===== config.mk =====
export PLATFORM = sky130hd
export DESIGN_NAME = ffha_ram
export DESIGN_NICKNAME = d
export VERILOG_FILES = /design/src/design/ffha_ram.sv
export SDC_FILE = /design/constraint.sdc
export NUM_CORES = 2
export LEC_CHECK = 0
export BUFFER_PORTS_ARGS = -buffer_cell sky130_fd_sc_hd__buf_2
export CAP_MARGIN = 20
export CORE_ASPECT_RATIO = 1.4
export CORE_UTILIZATION = 25
export CTS_CLUSTER_DIAMETER = 150
export DETAILED_ROUTE_END_ITERATION = 10
export PLACE_DENSITY_LB_ADDON = 0.2
export SLEW_MARGIN = 20
export SYNTH_ARGS = -nofsm -noshare
export SYNTH_HDL_FRONTEND = slang
export SYNTH_MEMORY_MAX_BITS = 65536
export SYNTH_SLANG_ARGS = --single-unit
export TNS_END_PERCENT = 50

===== constraint.sdc =====
create_clock -name clk_i -period 13.3 [get_ports clk_i]
set_input_delay 0 -clock clk_i [delete_from_list [all_inputs] [get_ports clk_i]]
set_output_delay 0 -clock clk_i [all_outputs]
set_load 0.02 [all_outputs]

===== src/design/ffha_ram.sv =====
// Single-port-write, single-port-read segment table memory with a registered
// read port. The entry width is set by the Width parameter.
module ffha_ram #(
  parameter int unsigned Depth = 64,
  parameter int unsigned Width = 65
) (
  input  logic                     clk_i,
  input  logic                     we_i,
  input  logic [$clog2(Depth)-1:0] waddr_i,
  input  logic [Width-1:0]         wdata_i,
  input  logic [$clog2(Depth)-1:0] raddr_i,
  output logic [Width-1:0]         rdata_o
);

  logic [Width-1:0] mem [Depth];

  // Write port.
  always_ff @(posedge clk_i) begin
    if (we_i) begin
      mem[waddr_i] <= wdata_i;
    end
  end

  // Registered read port.
  always_ff @(posedge clk_i) begin
    rdata_o <= mem[raddr_i];
  end

endmodule


==> impl_metrics.py <==
metrics = {
    "cells_and_area": {
        "final_common_cell": "edfxtp_1",
        "synthToLayoutAreaGrowth_pct": 16.7,
        "layout_common_cells": "edfxtp_1 (4,160), mux4_2 (1,040), clkbuf_16 (414), buf_4 (270), a22oi_1 (260)",
        "fill_cells": 60900,
        "final_cells": 15800,
        "utilization_pct": 29.3,
        "drive_above_1_share_pct": 28.6,
        "nets": 7209,
    },
    "sta": {
        "rsz0062_at_grt": "false",
        "final_max_slew_viol_count": 0,
        "finalSetupTns_ns": 0,
        "worst_pin_slew_ns": 1.21,
        "final-setup-viol-count": 0,
        "holdWs_ns": 0.0700,
        "finClkSkew_ns": 0.0626,
        "max_freq_mhz": 243,
        "fin_crit_sh_pct": 31.0,
        "max_slew_margin_pct": 19.0,
        "worst_slack_ns": 9.18,
        "fin_crit_ns": 4.12,
        "final-hold-violation-count": 0,
    },
    "worst_setup_path": {
        "critPathMaxFanout": 42,
        "rr_startpoint": "mem[51][14]$_DFFE_PP_",
        "critPathLaunchType": "input pin",
        "reg2reg_slack_ns": 11.28,
        "cpMaxStageDelayCell": "buf_4",
        "cp_cell_sequence": "dlygate4sd3_1 -> buf_8 -> buf_4 -> and2_4 -> buf_4 -> buf_4 -> a22oi_1 -> nand3_1 -> o211a_1",
        "crit_arrival_ns": 5.00,
        "max_stage_delay_ns": 0.86,
        "crit_top_cell": "buf_4",
        "r2r_cells": 5,
        "critPathKind": "input pin to flop",
        "critPathRequiredTime_ns": 14.18,
        "rr_endpoint": "rdata_o[14]$_DFF_P_",
        "endpoint_kind": "flop",
    },
    "synthesis": {
        "async_flop_share_pct": 0,
        "syn_avg_cell_area_um2": 24.0,
        "seq_area_frac_synth_pct": 79.7,
        "netlist_area_mm2": 0.158,
        "synth_area_leaders": "edfxtp_1 (79%), mux4_2 (15%), a22oi_1 (1.2%)",
        "synth_ff_type": "edfxtp_1",
        "ys_types": 27,
        "yosys.area.top_type_share_pct": 78.9,
        "ys_ff_latch": 4225,
        "syn_nets": 6685,
        "synth_largest_area_cell": "edfxtp_1",
        "ys.warnings.count": 0,
        "syn_inst": 6606,
        "synth_edf_count": 4160,
    },
    "grt": {
        "grt_pass1_wl_um": 746000,
        "track_usage_pct": 17.3,
        "grt_max_degree": 102,
        "grt-ovfl-total": 0,
        "grt_pass1_vias": 80400,
        "grt_antenna_before_repair": 75,
    },
    "power_and_ir_drop": {
        "p_per_area_mw_per_mm2": 151,
        "p_leak_nw": 55.9,
        "vdd_drop_max_v": 0.000112,
    },
    "worst_hold_path": {
        "min_path_cells": 2,
        "hp-class": "input pin to flop",
        "min_from": "wdata_i[18]",
        "holdPathEnd": "mem[60][18]$_DFFE_PP_",
    },
    "clock_network": {
        "cts-buffers-inserted": 409,
        "cts.sinks": 4225,
        "cts_tree": "done",
        "htreeDepth": 5,
        "cts_root_buf": "clkbuf_16",
        "clockBufferDepth": 4,
        "clk_latency_ns": 1.01,
        "cts.clk_slew.worst_paths_ns": 0.06,
    },
    "die": {
        "core_mm2": 0.631,
        "die_area_mm2": 0.637,
        "io_pins": 144,
        "rows": 345,
        "die-width_um": 675,
        "start_util_pct": 25.1,
        "die_height_um": 944,
    },
    "placed_design": {
        "place_inst": 15000,
        "pre_cts_slack_ns": 8.66,
        "hpwl_um": 306000,
        "routabilityCongestion": 0.748,
        "io_buffers": 143,
    },
    "detailed_routing": {
        "wire_per_inst_um": 35.4,
        "routed_wl_um": 560000,
        "drt_iter0_markers": 8199,
        "ant_nets": 0,
        "vias_per_cell": 4.88,
        "vias": 77200,
        "firstDrtPassIters": 5,
        "drc": 0,
    },
    "status": {
        "outcome": "finished, final reports clean",
    },
    "job": {
        "cap_viol_max_count": 0,
    },
}
==> synthesized netlist by cell type (2+ instances only) <==
cell type  number
a211oi_1       65
edfxtp_1     4160
buf_1          18
clkbuf_1      120
nand2b_1        9
buf_6          16
nor2_1        112
nor2b_1         9
buf_2         186
o211a_1        65
nand3_1       115
mux4_2       1040
mux2i_1       103
dfxtp_1        65
o22ai_1       130
or2_2           2
nand3b_1       25
nor3_1          2
or3_1           3
nand4_1         2
buf_4          37
nand2_1         8
or3b_2          4
a22oi_1       260
o221ai_1       46
and2_1          3
==> per-layer routing <==
metal	vias up	routed length (um)	GRT usage (%)
met5	-	163	0
met4	26	16400	4.78
met3	690	28500	2.16
met2	2604	293000	31.2
met1	44200	222000	21.6
li1	29800	-	-
==> state kept, by name (all words and copies together) (netlist names) <==
signal	flops
mem	4160
rdata_o	65
==> cell families after synthesis <==
logic type,count (synthesis),share of synthesized area (%)
flops,4225,79.7
mux,1143,15.4
compound gates,566,2.72
buf+inv,377,1.20
simple gates,295,0.911
==> final cells by class <==
cell class	count	area, um^2	share of cell area [%]
clock inverters	242	2370	1.28
repair buffers	490	3990	2.16
flip-flops and latches	4225	126000	68.3
clock buffers	501	10800	5.86
multi-input cells	2004	30800	16.7
well taps	8328	10400	5.64
diodes	24	60.1	0.0325
==> through the flow <==
stage	instance area [um^2]	power (W)
2_1_floorplan	158000	0.0158
3_3_place_gp	170000	0.0165
3_5_place_dp	170000	0.0165
4_1_cts	184000	0.0282
5_1_grt	185000	0.0287
6_report	185000	0.0279
==> critical path: cells and delay by family <==
family                 cells  cell delay, ns
buffers and inverters      5            3.36
AO/OA/AOI/OAI              2            0.38
AND/OR/NAND/NOR            2            1.02
==> report_power, final <==
| group | switching, W | leakage (nW) | internal (W) | total [W] |
|---|---|---|---|---|
| registers | 0.0000778 | 38.0 | 0.0147 | 0.0148 |
| logic | 0.000905 | 11.4 | 0.000467 | 0.00137 |
| clock network | 0.00519 | 6.46 | 0.00655 | 0.0117 |
| total | 0.00617 | 55.9 | 0.0218 | 0.0279 |
==> how the worst max path moves through the flow <==
stage                                 endpoint  cells after the start  slack [ns]  startpoint
after floorplan           mem[48][0]$_DFFE_PP_                      4        7.79  waddr_i[3]
after global placement     rdata_o[45]$_DFF_P_                      8        8.63  raddr_i[0]
after detailed placement   rdata_o[19]$_DFF_P_                      8        8.66  raddr_i[0]
after CTS                  rdata_o[21]$_DFF_P_                      9        9.22  raddr_i[2]
after global routing       rdata_o[14]$_DFF_P_                      9        9.14  raddr_i[0]
final                      rdata_o[21]$_DFF_P_                      9        9.18  raddr_i[2]
==> repair_timing <==
item,4_1_cts,5_1_grt
setup buffers,0,0
hold buffers,81,1
setup endpoints to repair,0,0
endpoints found under the hold margin,4373,9
resized for setup,0,0
No activity file was read; power rests on OpenSTA's default activity.
